**config.mk**
```make
export PLATFORM = sky130hd
export DESIGN_NAME = crfc_frame_parser
export DESIGN_NICKNAME = d
export VERILOG_FILES = /design/src/rtl/crfc_pkg.sv /design/src/rtl/crfc_frame_parser.sv
export SDC_FILE = /design/constraint.sdc
export NUM_CORES = 1
export LEC_CHECK = 0
export BUFFER_PORTS_ARGS = -buffer_cell sky130_fd_sc_hd__clkbuf_2
export CORE_ASPECT_RATIO = 1.75
export CORE_MARGIN = 3
export CORE_UTILIZATION = 27
export DETAILED_ROUTE_END_ITERATION = 8
export PLACE_DENSITY = 0.44
export SETUP_SLACK_MARGIN = 0.02
export SYNTH_ARGS = -nofsm -noshare
export SYNTH_HDL_FRONTEND = slang
export SYNTH_SLANG_ARGS = --single-unit
```
**constraint.sdc**
```tcl
create_clock -name clk -period 5.7 [get_ports clk]
set_input_delay 1.425 -clock clk [delete_from_list [all_inputs] [get_ports clk]]
set_output_delay 1.425 -clock clk [all_outputs]
set_load 0.01 [all_outputs]
```
**src/rtl/crfc_pkg.sv**
```systemverilog
// shared constants, types and the decimal digit step of the frame checker
package crfc_pkg;

  // frame delimiters
  localparam logic [7:0] END_MARK = 8'd35;
  localparam logic [7:0] SEP_MARK = 8'd44;
  localparam logic [7:0] DIGIT_0  = 8'd48;
  localparam logic [7:0] DIGIT_9  = 8'd57;

  // value limits
  localparam logic [15:0] VALUE_MAX       = 16'hFFFF;
  localparam int          MAX_CONTENT_DEF = 1023;

  // configuration
  localparam int          PADDR_W           = 3;
  localparam logic        REG_LOCAL_ADDRESS = 1'b0;
  localparam logic [15:0] LOCAL_ADDRESS_RST = 16'd1;

  // verdict codes
  localparam logic [1:0] VERDICT_ACCEPT = 2'd0;
  localparam logic [1:0] VERDICT_LENGTH = 2'd1;
  localparam logic [1:0] VERDICT_OTHER  = 2'd2;

  typedef struct packed {
    logic        done;
    logic [15:0] acc;
  } digit_t;

  typedef struct packed {
    logic [1:0]  verdict;
    logic [15:0] recipient;
    logic [15:0] declared_length;
    logic [9:0]  content_length;
    logic [15:0] publish_sequence;
    logic [15:0] length_error_total;
  } result_t;

  // one step of decimal reading, saturating at the value maximum
  function automatic digit_t take_digit(input logic [7:0] b, input digit_t cur);
    logic [19:0] v;
    digit_t      r;
    r = cur;
    v = '0;
    if (!cur.done) begin
      if (b inside {[DIGIT_0:DIGIT_9]}) begin
        v = {1'b0, cur.acc, 3'b000} + {3'b000, cur.acc, 1'b0} + 20'(b - DIGIT_0);
        r.acc = (v > 20'(VALUE_MAX)) ? VALUE_MAX : v[15:0];
      end else begin
        r.done = 1'b1;
      end
    end
    return r;
  endfunction

endpackage

```
**src/rtl/crfc_frame_parser.sv**
```systemverilog
// per-frame field parsing, length and address check, and running counters
module crfc_frame_parser #(
  parameter int MAX_CONTENT = crfc_pkg::MAX_CONTENT_DEF
) (
  input  logic              clk,
  input  logic              rst,
  input  logic              step,
  input  logic [7:0]        byte_in,
  input  logic [15:0]       local_address,
  output crfc_pkg::result_t result
);

  localparam int              CW      = $clog2(MAX_CONTENT + 1);
  localparam logic [CW-1:0]   CNT_MAX = CW'(MAX_CONTENT);

  logic [2:0]      comma_seen, comma_seen_next;
  crfc_pkg::digit_t recipient, recipient_next;
  crfc_pkg::digit_t length, length_next;
  logic [CW-1:0]   content_count, content_count_next;
  logic [15:0]     sequence_count, sequence_count_next;
  logic [15:0]     error_count, error_count_next;
  logic            is_end;
  logic            len_ok;
  logic [1:0]      verdict;

  assign is_end = (byte_in == crfc_pkg::END_MARK);
  assign len_ok = (length.acc == 16'(content_count));

  // next state and verdict for the byte in the processing stage
  always_comb begin
    comma_seen_next     = comma_seen;
    recipient_next      = recipient;
    length_next         = length;
    content_count_next  = content_count;
    sequence_count_next = sequence_count;
    error_count_next    = error_count;
    verdict             = crfc_pkg::VERDICT_ACCEPT;

    if (!is_end) begin
      if (comma_seen[2]) begin
        // content region, later commas included
        if (content_count < CNT_MAX) begin
          content_count_next = content_count + 1'b1;
        end
      end else if (byte_in == crfc_pkg::SEP_MARK) begin
        comma_seen_next = comma_seen + 3'd1;
      end else if (comma_seen == 3'd1) begin
        recipient_next = crfc_pkg::take_digit(byte_in, recipient);
      end else if (comma_seen == 3'd3) begin
        length_next = crfc_pkg::take_digit(byte_in, length);
      end
    end else begin
      // end of frame: check in order, then clear the frame
      if (!len_ok) begin
        verdict = crfc_pkg::VERDICT_LENGTH;
        if (error_count != crfc_pkg::VALUE_MAX) begin
          error_count_next = error_count + 16'd1;
        end
      end else if (recipient.acc != local_address) begin
        verdict = crfc_pkg::VERDICT_OTHER;
      end else begin
        sequence_count_next = sequence_count + 16'd1;
      end
      comma_seen_next    = '0;
      recipient_next     = '0;
      length_next        = '0;
      content_count_next = '0;
    end
  end

  // result fields as seen after this frame
  always_comb begin
    result.verdict            = verdict;
    result.recipient          = recipient.acc;
    result.declared_length    = length.acc;
    result.content_length     = 10'(content_count);
    result.publish_sequence   = sequence_count_next;
    result.length_error_total = error_count_next;
  end

  // state registers
  always_ff @(posedge clk) begin
    if (rst) begin
      comma_seen     <= '0;
      recipient      <= '0;
      length         <= '0;
      content_count  <= '0;
      sequence_count <= '0;
      error_count    <= '0;
    end else if (step) begin
      comma_seen     <= comma_seen_next;
      recipient      <= recipient_next;
      length         <= length_next;
      content_count  <= content_count_next;
      sequence_count <= sequence_count_next;
      error_count    <= error_count_next;
    end
  end

endmodule

```
; After elaboration in Yosys (flattened, before gate mapping)
; Index checks and enable logic that the tools add are counted.
[classes]
addsub = 9
magnitude_cmp = 5
eq_ne = 12
reduce_logical = 13
mux = 31
[op_table]
columns = cell, count
row1 = $mux W17, 11
row2 = $mux W16, 10
row3 = $add A19 B17 Y20, 2
row4 = $add A20 B20 Y20, 2
row5 = $gt A20 B16 Y1 const B, 2
row6 = $add A16 B1 Y16 const B, 2
row7 = $mux W10, 3
row8 = $eq A16 B10 Y1, 1
row9 = $eq A8 B6 Y1 const B, 2
row10 = $ne A16 B16 Y1, 1
row11 = $ne A16 B16 Y1 const B, 1
row12 = $reduce_bool A2 Y1, 6
row13 = $add A10 B1 Y10 const B, 1
row14 = $lt A10 B10 Y1 const B, 1
row15 = $mux W3, 3
row16 = $sub A8 B6 Y9 const B, 1
row17 = $ge A8 B6 Y1 const B, 1
row18 = $le A8 B6 Y1 const B, 1
row19 = $reduce_and A7 Y1, 1
row20 = $mux W2, 3
row21 = $ne A2 B1 Y1 const B, 3
row22 = $reduce_and A3 Y1, 2
row23 = $reduce_and A6 Y1, 1
row24 = $reduce_and A5 Y1, 1
row25 = other kinds (7), 8
[totals]
in_bits = 27
elab_cells = 79
ff_bits = 79
out_inout_bits = 76

; Logic depth before layout (Yosys ltp)
; Gate-level depths: netlist of the first run.
[depth]
word_depth = 11
depth_mapped = 14

; Least setup slack after synthesis of the first run
; Ideal clock, no wire load.
[synth_path]
path_kind = in2reg
startpoint = in byte_in[4]
endpoint = reg recipient, in the netlist result[60]
setup_slack_ns = 0.296
path_stages = 14
t_arrival_ns = 5.282
path_buffers = 1
required_ns = 5.578
setup_ns = 0.122
cell_sequence = ha_1 or3_1 inv_1 fa_1 ha_1 a2111oi_0 o21ai_1 and2_4 nand3_2 a311oi_1 or3_1 o221a_4 buf_6 a221o_1
[synth_via]
elab_chain_len = 10
[synth_rtl]
columns = item, line
row1 = start: declaration, crfc_frame_parser.sv:8  ; input logic [7:0] byte_in,
row2 = $sub A8 B6 Y9, crfc_pkg.sv:46  ; v = {1'b0, cur.acc, 3'b000} + {3'b000, cur.acc, 1'b0} + 20'(b - DIGIT_0);
row3 = $add A20 B20 Y20, crfc_pkg.sv:46
row4 = $gt A20 B16 Y1, crfc_pkg.sv:47  ; r.acc = (v > 20'(VALUE_MAX)) ? VALUE_MAX : v[15:0];
row5 = $mux W16, crfc_pkg.sv:47
row6 = $mux W16, crfc_pkg.sv:45  ; if (b inside {[DIGIT_0:DIGIT_9]}) begin
row7 = $mux W17, crfc_pkg.sv:44  ; if (!cur.done) begin
row8 = $mux W17, crfc_frame_parser.sv:47  ; end else if (comma_seen == 3'd1) begin
row9 = $mux W17, crfc_frame_parser.sv:45  ; end else if (byte_in == crfc_pkg::SEP_MARK) begin
row10 = $mux W17, crfc_frame_parser.sv:40  ; if (comma_seen[2]) begin
row11 = $mux W17, crfc_frame_parser.sv:39  ; if (!is_end) begin
row12 = end signal: assignment, crfc_frame_parser.sv:92  ; recipient <= recipient_next;
row13 = end: declaration, crfc_frame_parser.sv:17  ; crfc_pkg::digit_t recipient, recipient_next;
; Parallel ways exist; a longest one is shown, timed or not. The select of a mux whose other input is x is not followed.
; A chain may end at the register's enable or synchronous reset.

==> flow_metrics.env, run 1 <==
export IMPL_ys_top_cells_by_count="dfxtp_1, nor2_1, xor2_1"
export IMPL_dr_pass1_iters=4
export IMPL_ios=103
export IMPL_syn_area_mm2=0.006679
export IMPL_grt_usage=0.1479
export IMPL_hold_viol=0
export IMPL_cts_buffers_inserted=9
export IMPL_worst_skew_pair_late_latency_ns=0.36
export IMPL_path_cells="clkbuf_2, inv_1, ha_1, nor3b_2, nand4_1, a31oi_2, buf_4, o21a_1, and4_2, nand3_1, xnor2_1, clkbuf_2"
export IMPL_synth_cells=773
export IMPL_slowest_stage="and4_2"
export IMPL_detail_route_vias_per_cell=5.007
export IMPL_area_growth_pct=15.10
export IMPL_ys_seq_area_frac=0.2368
export IMPL_grt_pass1_vias=5880
export IMPL_relSlewSlack=0.5793
export IMPL_crit_fanout=8
export IMPL_cts_root_buffer="clkbuf_16"
export IMPL_htreeDepth=3
export IMPL_crit_path_start_kind="input port"
export IMPL_drtIter0Drc=247
export IMPL_ctsHoldBuffers=0
export IMPL_dp_cells=1138
export IMPL_clock_skew_ns=0.01210
export IMPL_cp_top_family="simple AND/OR/NAND/NOR gates"
export IMPL_synth_top_area_share=0.2368
export IMPL_status="completed"
export IMPL_ys_types=59
export IMPL_drtAntennaViolNets=0
export IMPL_ys_top_cells_by_area="dfxtp_1, ha_1, fa_1"
export IMPL_final_area_mm2=0.007687
export IMPL_drc=0
export IMPL_place_ws_ns=0.05982
export IMPL_vias=5768
export IMPL_synth_top_area_cell="dfxtp_1"
export IMPL_core_area_mm2=0.02412
export IMPL_dpl_instance_area_mm2=0.007346
export IMPL_synth_nets=880
export IMPL_antenna_cells=0
export IMPL_layout_min_cycle_time_ns=5.378
export IMPL_setup_worst_path_class="input port to primary output"
export IMPL_critPathBufInv=4
export IMPL_grt_max_degree=42
export IMPL_tritoncts="yes"
export IMPL_io_buffers=102
export IMPL_synth_top_flop_cell="dfxtp_1"
export IMPL_p_leak_nw=3.548
export IMPL_synth_edf_count=0
export IMPL_slowest_delay_ns=0.38
export IMPL_crit_path_frequent_cell="clkbuf_2"
export IMPL_drt_total_wl_um=19580
export IMPL_num_rows=75
export IMPL_synthArstFlopShare=0
export IMPL_grt_antenna_before_repair=0
export IMPL_synth_seq_cells=79
export IMPL_worst_pin_slew_ns=0.6296
export IMPL_worstPathRequired_ns=4.28
export IMPL_dieHeight_um=214.1
export IMPL_numClockSinks=79
export IMPL_fill_cells=2533
export IMPL_setup_violations=0
export IMPL_arrival_ns=3.95
export IMPL_dp_hpwl_um=15530
export IMPL_grt_pass1_wl_um=31800
export IMPL_clkTransAtPathRegs_ns=0.06
export IMPL_die_x_um=124.9
export IMPL_period_share=0.9436
export IMPL_floorplan_initialDensity=0.2769
export IMPL_max_cap_violations=0
export IMPL_gp_congestion=0.8153
export IMPL_min_path_type="flip-flop to flip-flop"
export IMPL_yosysMostFrequentCell="dfxtp_1"
export IMPL_power_density_mw_per_mm2=177.1
export IMPL_peakVddDrop_v=0.0001387
export IMPL_clockBufferDepth=2
export IMPL_stdcell_count=1152
export IMPL_whs_ns=0.4714
export IMPL_ys_warn_count=0
export IMPL_p_total_mw=1.361
export IMPL_drive_gt1_frac=0.1789
export IMPL_worst_slack_ns=0.3216
export IMPL_end_kind="primary output"
export IMPL_die_area_mm2=0.02673
export IMPL_finalNetCount=948
export IMPL_finalSetupTns_ns=0
export IMPL_avgSynthCellArea_um2=8.640
export IMPL_drv_slew=0
export IMPL_fin_util=0.3188
export IMPL_fmax_mhz=185.9
export IMPL_rsz0062_at_grt="no"
export IMPL_overflow=0
export IMPL_routedWlPerCell_um=17.00
flip-flops by register name, indices dropped and copies added, names as in the netlist:
name / cells
error_count: 16
recipient: 1
result: 32
content_count: 10
length: 1
comma_seen: 3
sequence_count: 16
per-layer routing:
layer  global-route usage  up-vias  routed length [um]
li1                     -     2878                   -
met2               0.2906       97               10980
met1               0.1577     2766                7631
met3              0.01994       27                 523
met4              0.05391        0                 450
met5                    0        -                   0
layout make-up:
class,instances,area (um^2),area share
Sequential cell,79,1582,0.2057
Multi-Input combinational cell,604,4636,0.6030
Tap cell,308,385.4,0.05013
Inverter,26,97.59,0.01270
Clock inverter,4,95.09,0.01237
Clock buffer,10,239.0,0.03109
Timing Repair Buffer,121,653.1,0.08496
cell families after synthesis:
family	share of synthesized area
simple gates	0.1761
compound gates	0.1723
xor+xnor	0.1442
buf+inv	0.07119
fa+ha+maj	0.1836
flops	0.2368
mux	0.01574
worst paths after layout:
check                           slack, ns    endpoint  startpoint  depth (start not counted)
worst max-delay path                 0.32  result[11]  byte_in[4]                         12
worst min-delay path                 0.47  length[16]  length[16]                          1
worst max register to register       2.07  result[64]  result[58]                         10
worst min register to register       0.47  length[16]  length[16]                          1
layout by cell type, fill, tap and decap left out, drive strengths merged, types with 11 or more instances in the layout:
cell    netlist  final
clkbuf       21    112
dfxtp        79     79
nor2         67     67
xor2         66     66
nand2        60     60
ha           50     50
a21oi        47     47
xnor2        44     44
fa           30     30
inv          26     26
o21ai        26     26
nand4        24     24
nand3        21     21
buf          43     19
and3         17     17
a32oi        16     16
a221o        15     15
a211oi       11     11
worst register-to-register path, stage by stage, from the launching register on:
cell and delay [ns]:
dfxtp_1 0.59, fa_1 0.55, fa_1 0.51, a211oi_1 0.33, o21ai_1 0.15, and2_4 0.18
nand3_2 0.06, a311oi_1 0.10, or3_1 0.39, o221a_4 0.36, a221o_1 0.29
where the power goes:
part | internal [mW] | switching, mW | leakage (nW)
combinational | 0.0493 | 0.0823 | 2.75
clock | 0.435 | 0.243 | 0.164
sequential | 0.552 | 0.0000726 | 0.636
timing repair:
| action | CTS | global route |
|---|---|---|
| resized for setup | 0 | 2 |
| setup endpoints to repair | 0 | 3 |
| endpoints found under the hold margin | 0 | 0 |
| buffers inserted | 0 | 0 |
Note: power is estimated with default switching activity, not from simulation.
==> inputs of run 2 (changes only) <==
Settings changed: CORE_UTILIZATION 27 to 53, PLACE_DENSITY 0.44 to 0.77.
==> run 2 against run 1 <==
Against the previous run:
- design area decreased by 3.5%
- highest routed layer unchanged
- register-to-register slack got worse by 0.33 ns
- sequential share of layout area increased by 0.74 points
- largest cell class unchanged
- die area down 47%
- critical endpoint unchanged
- cell count fell by 13%
- routed wire length shrank 14%
==> flow_metrics.env, run 2 (synthesis results as in run 1) <==
export IMPL_status="completed"
export IMPL_p_seq_frac=0.434
export IMPL_finalNetCount=942
export IMPL_drtIter0Drc=228
export IMPL_stdcell_count=1003
export IMPL_cp_top_family="simple AND/OR/NAND/NOR gates"
export IMPL_layout_min_cycle_time_ns=5.242
export IMPL_setup_violations=0
export IMPL_largest_reg_flops=32
export IMPL_mostFrequentLayoutCell="clkbuf_2"
export IMPL_num_rows=53
export IMPL_swShare=0.2337
export IMPL_rsz0062_at_grt="no"
export IMPL_end_kind="primary output"
export IMPL_die_x_um=90.86
export IMPL_postCtsSetupBuffers=0
export IMPL_drt_total_wl_um=16770
export IMPL_worst_pin_slew_ns=1.125
export IMPL_p_int_mw=0.9753
export IMPL_dr_pass1_iters=4
export IMPL_drive_gt1_frac=0.1706
export IMPL_hold_viol=0
export IMPL_die_area_mm2=0.01404
export IMPL_final_area_mm2=0.007422
export IMPL_ios=103
export IMPL_gp_congestion=0.9266
export IMPL_min_path_cells=1
export IMPL_multi_input_area_mm2=0.004628
export IMPL_io_buffers=102
export IMPL_clockBufferDepth=2
export IMPL_antenna_cells=0
export IMPL_final_cell_mix="clkbuf_2, dfxtp_1, nor2_1, xor2_1, nand2_1"
export IMPL_floorplan_initialDensity=0.5474
export IMPL_drtAntennaViolNets=0
export IMPL_grt_max_degree=42
export IMPL_vias=5878
export IMPL_cts_buffers_inserted=9
export IMPL_detail_route_vias_per_cell=5.860
export IMPL_crit_path_frequent_cell="clkbuf_2"
export IMPL_worst_slack_ns=0.4580
export IMPL_worstHoldStart="length[16]"
export IMPL_finalSetupTns_ns=0
export IMPL_slowest_stage="and4_1"
export IMPL_r2r_cells=10
export IMPL_cts_root_buffer="clkbuf_16"
export IMPL_pwr_share_comb=0.099
export IMPL_worst_skew_pair_late_latency_ns=0.33
export IMPL_p_sw_mw=0.2974
export IMPL_peakVddDrop_v=0.0001075
export IMPL_place_ws_ns=0.2656
export IMPL_dieHeight_um=154.5
export IMPL_p_total_mw=1.273
export IMPL_worstPathRequired_ns=4.28
export IMPL_area_growth_pct=11.13
export IMPL_grt_antenna_before_repair=0
export IMPL_p_leak_nw=3.506
export IMPL_grt_usage=0.2440
export IMPL_grt_pass1_vias=5681
export IMPL_clkPwrFrac=0.467
export IMPL_r2r_setup_slack_ns=1.74
export IMPL_critPathBufInv=3
export IMPL_relSlewSlack=0.2474
export IMPL_path_cells="clkbuf_2, inv_1, ha_1, nor3b_2, nand4_1, a31oi_1, o21a_1, and4_1, nand3_1, xnor2_1, clkbuf_2"
export IMPL_setup_worst_path_class="input port to primary output"
export IMPL_min_path_type="flip-flop to flip-flop"
export IMPL_overflow=0
export IMPL_final_seq_area_mm2=0.001582
export IMPL_holdPathEnd="length[16]"
export IMPL_dp_cells=989
export IMPL_drc=0
export IMPL_r2r_start="result[44]"
export IMPL_slowest_delay_ns=0.38
export IMPL_tritoncts="yes"
export IMPL_ctsHoldBuffers=0
export IMPL_grtUsageMet1=0.2657
export IMPL_fill_cells=1149
export IMPL_r2r_end="result[43]"
export IMPL_post_cts_resized=0
export IMPL_crit_path_start_kind="input port"
export IMPL_fmax_mhz=190.8
export IMPL_htreeDepth=3
export IMPL_clkTransAtPathRegs_ns=0.06
export IMPL_crit_fanout=7
export IMPL_numClockSinks=79
export IMPL_grt_pass1_wl_um=27920
export IMPL_gr_usage_met2=0.4605
export IMPL_whs_ns=0.4677
export IMPL_clock_skew_ns=0.009337
export IMPL_gr_usage_met3=0.03309
export IMPL_drv_slew=0
export IMPL_fin_util=0.6083
export IMPL_dp_hpwl_um=13400
export IMPL_arrival_ns=3.82
export IMPL_core_area_mm2=0.01220
export IMPL_routedWlPerCell_um=16.72
export IMPL_dpl_instance_area_mm2=0.007122
export IMPL_top_usage_layer="met2"
export IMPL_period_share=0.9197
export IMPL_power_density_mw_per_mm2=171.5
export IMPL_max_cap_violations=0
-- run 2: changes by cell type in the layout (fill, tap and decap cells not counted), sizes merged --
cell	previous run	this run
clkbuf	112	111
clkinv	1	3
bufinv	3	2
buf	19	13
-- run 2: layout make-up --
| cell class | instances | share of cell area |
|---|---|---|
| sequential | 79 | 0.2131 |
| tap | 165 | 0.02782 |
| timing repair buffer | 115 | 0.08193 |
| inverter | 26 | 0.01315 |
| multi-input combinational | 604 | 0.6236 |
| clock inverter | 5 | 0.01011 |
| clock buffer | 9 | 0.03034 |
-- run 2: layer usage --
layer	wire, um	vias up
li1	-	2862
met1	6207	2827
met2	9253	148
met3	688	41
met4	621	0
met5	0	-
-- run 2: power groups by stage --
stage / clock network, mW / logic, mW / registers [mW]
6_report: 0.594 / 0.126 / 0.552
5_1_grt: 0.625 / 0.141 / 0.552
4_1_cts: 0.600 / 0.127 / 0.552
3_5_place_dp: 0 / 0.127 / 0.564
3_3_place_gp: 0 / 0.125 / 0.564
2_1_floorplan: 0 / 0.0840 / 0.564
-- run 2: worst register-to-register path: stages, from the launching register on --
cell and delay [ns]:
dfxtp_1 0.54, fa_1 0.54, fa_1 0.51, a211oi_1 0.23
nor2_1 0.12, o221ai_1 0.23, o21ai_1 0.17, a221oi_1 0.34
xnor2_1 0.13, nor2_1 0.76, a32oi_1 0.22
-- run 2: worst max path at each step --
stage,start,cells past startpoint,slack (ns),end
detailed placement,byte_in[4],15,0.27,result[60]
floorplan,byte_in[4],14,0.30,result[60]
CTS,byte_in[4],11,0.49,result[11]
finish,byte_in[4],11,0.46,result[11]
global placement,byte_in[4],15,0.30,result[73]
global route,byte_in[4],11,0.22,result[5]
==> inputs of run 3 (changes only) <==
Settings changed: ABC_AREA set to 1, CAP_MARGIN set to 20, CORE_UTILIZATION 53 to 54.
==> run 3 against run 2 <==
Against the previous run:
- critical path depth increased by 2
- first-iteration DRC count increased by 25%
- combinational power increased by 40%
- fmax increased by 11%
- synthesized area increased by 23%
- register-to-register slack improved by 0.83 ns
- power increased by 4.0%
- critical path type unchanged
- design area increased by 20%
- highest routed layer unchanged
==> flow_metrics.env, run 3 <==
export IMPL_numClockSinks=79
export IMPL_grt_usage=0.2627
export IMPL_avgSynthCellArea_um2=6.217
export IMPL_area_growth_pct=7.971
export IMPL_max_cap_violations=0
export IMPL_finalNetCount=1485
export IMPL_tritoncts="yes"
export IMPL_ys_warn_count=0
export IMPL_ios=103
export IMPL_ctsHoldBuffers=0
export IMPL_relSlewSlack=0.5608
export IMPL_crit_fanout=20
export IMPL_fill_cells=1544
export IMPL_ys_types=39
export IMPL_synth_top_family_by_area="simple AND/OR/NAND/NOR gates"
export IMPL_ys_seq_area_frac=0.1923
export IMPL_arrival_ns=3.31
export IMPL_die_area_mm2=0.01681
export IMPL_post_cts_resized=0
export IMPL_period_share=0.8302
export IMPL_antenna_cells=0
export IMPL_drv_slew=0
export IMPL_core_area_mm2=0.01491
export IMPL_cts_buffers_inserted=9
export IMPL_dr_pass1_iters=5
export IMPL_synth_top_area_share=0.2186
export IMPL_status="completed"
export IMPL_crit_path_start_kind="input port"
export IMPL_finalSetupTns_ns=0
export IMPL_synth_top_area_cell="nand2_1"
export IMPL_postCtsSetupBuffers=0
export IMPL_synth_xor_area_frac=0.03727
export IMPL_layout_min_cycle_time_ns=4.732
export IMPL_clkTransAtPathRegs_ns=0.06
export IMPL_synth_compound_area_frac=0.06906
export IMPL_io_buffers=102
export IMPL_yosysMostFrequentCell="nand2_1"
export IMPL_setup_violations=0
export IMPL_synth_simple_area_share=0.4156
export IMPL_num_rows=59
export IMPL_end_kind="primary output"
export IMPL_clock_skew_ns=0.007144
export IMPL_htreeDepth=3
export IMPL_floorplan_initialDensity=0.5516
export IMPL_synthAdderAreaFrac=0.1491
export IMPL_detail_route_vias_per_cell=5.242
export IMPL_final_seq_area_mm2=0.001582
export IMPL_synth_cells=1323
export IMPL_grt_pass1_vias=7877
export IMPL_grt_antenna_before_repair=0
export IMPL_dp_hpwl_um=17410
export IMPL_ys_top_cells_by_count="nand2_1, inv_1, nand3_1"
export IMPL_fmax_mhz=211.3
export IMPL_routedWlPerCell_um=14.01
export IMPL_die_x_um=99.30
export IMPL_syn_area_mm2=0.008225
export IMPL_overflow=0
export IMPL_drive_gt1_frac=0.1200
export IMPL_drt_total_wl_um=21940
export IMPL_r2r_cells=14
export IMPL_synth_seq_cells=79
export IMPL_min_path_cells=2
export IMPL_grt_pass1_wl_um=36460
export IMPL_multi_input_area_mm2=0.005524
export IMPL_power_density_mw_per_mm2=149.0
export IMPL_drtIter0Drc=286
export IMPL_min_path_type="flip-flop to flip-flop"
export IMPL_worstPathRequired_ns=4.28
export IMPL_clockBufferDepth=2
export IMPL_drtAntennaViolNets=0
export IMPL_peakVddDrop_v=0.0001391
export IMPL_mostFrequentLayoutCell="nand2_1"
export IMPL_stdcell_count=1566
export IMPL_final_area_mm2=0.008881
export IMPL_dp_cells=1550
export IMPL_dieHeight_um=169.3
export IMPL_muxShareOfSynthArea=0
export IMPL_final_cell_mix="nand2_1, inv_1, nand3_1, clkbuf_2, nor2_1"
export IMPL_synth_nets=1430
export IMPL_setup_worst_path_class="input port to primary output"
export IMPL_synth_top_flop_cell="dfxtp_1"
export IMPL_dpl_instance_area_mm2=0.008582
export IMPL_drc=0
export IMPL_vias=8209
export IMPL_worst_pin_slew_ns=0.6572
export IMPL_gp_congestion=0.9736
export IMPL_rsz0062_at_grt="no"
export IMPL_cts_root_buffer="clkbuf_16"
export IMPL_p_leak_nw=4.800
export IMPL_hold_viol=0
export IMPL_ys_top_cells_by_area="nand2_1, dfxtp_1, inv_1"
export IMPL_worst_skew_pair_late_latency_ns=0.34
export IMPL_synthArstFlopShare=0
export IMPL_synth_edf_count=0
export IMPL_whs_ns=0.4799
export IMPL_largest_reg_flops=32
export IMPL_grt_max_degree=31
run 3: cell types whose count changed after synthesis, sizes merged, moves of 12 or more:
cell	change
nand2	+427
inv	+159
nand3	+85
xor2	-45
nor2	+30
xnor2	-30
o21ai	+25
nand4	+21
and3	-17
a32oi	-16
a221o	-15
nor3	+12
run 3: final timing paths:
kind / from / to / slack, ns
min reg2reg: comma_seen[1] / comma_seen[1] / 0.48
max reg2reg: result[60] / result[59] / 2.57
min: comma_seen[1] / comma_seen[1] / 0.48
max: byte_in[4] / result[0] / 0.97
run 3: cell type report:
| cell class | instances | area share |
|---|---|---|
| Clock buffer | 9 | 0.02536 |
| Clock inverter | 7 | 0.008312 |
| Inverter | 186 | 0.07875 |
| Multi-Input combinational cell | 995 | 0.6220 |
| Sequential cell | 79 | 0.1781 |
| Tap cell | 183 | 0.02578 |
| Timing Repair Buffer | 107 | 0.06171 |
run 3: power by group:
group / switching [mW] / total [mW] / internal, mW
sequential: 0.00193 / 0.555 / 0.553
clock: 0.252 / 0.592 / 0.340
combinational: 0.117 / 0.176 / 0.0589
total: 0.371 / 1.32 / 0.952
run 3: cells by family (layout without fill, tap and decap cells):
family,after synthesis,in the layout
buffers and inverters,249,309
adder cells (fa/ha/maj),80,80
flip-flops,79,79
AND/OR/NAND/NOR,774,774
AO/OA/AOI/OAI,106,106
XOR/XNOR,35,35
run 3: routing by layer:
| layer | share of wire | GRT usage |
|---|---|---|
| met1 | 0.37 | 0.2754 |
| met2 | 0.54 | 0.5114 |
| met5 | 0 | 0 |
| met3 | 0.050 | 0.03743 |
| met4 | 0.035 | 0.1064 |
run 3: critical path, cell delays in order:
cell and delay [ns]:
clkbuf_2 0.12, inv_1 0.12, ha_1 0.16, nand2_1 0.06
inv_2 0.08, nand2_4 0.12, clkinv_2 0.26, nand2_1 0.13
nor2_2 0.40, inv_1 0.11, nand2_1 0.09, and2_1 0.12
clkbuf_2 0.12
run 3: per-stage QoR:
| step | util | setup WS (ns) | power (mW) |
|---|---|---|---|
| after floorplan | - | 0.6071 | 0.6928 |
| after global placement | 0.5755 | 0.9737 | 0.7402 |
| after detailed placement | 0.5755 | 0.9648 | 0.7424 |
| after CTS | 0.5956 | 0.9536 | 1.335 |
| after global routing | 0.5956 | 0.6571 | 1.373 |
| final | 0.5956 | 0.9676 | 1.323 |
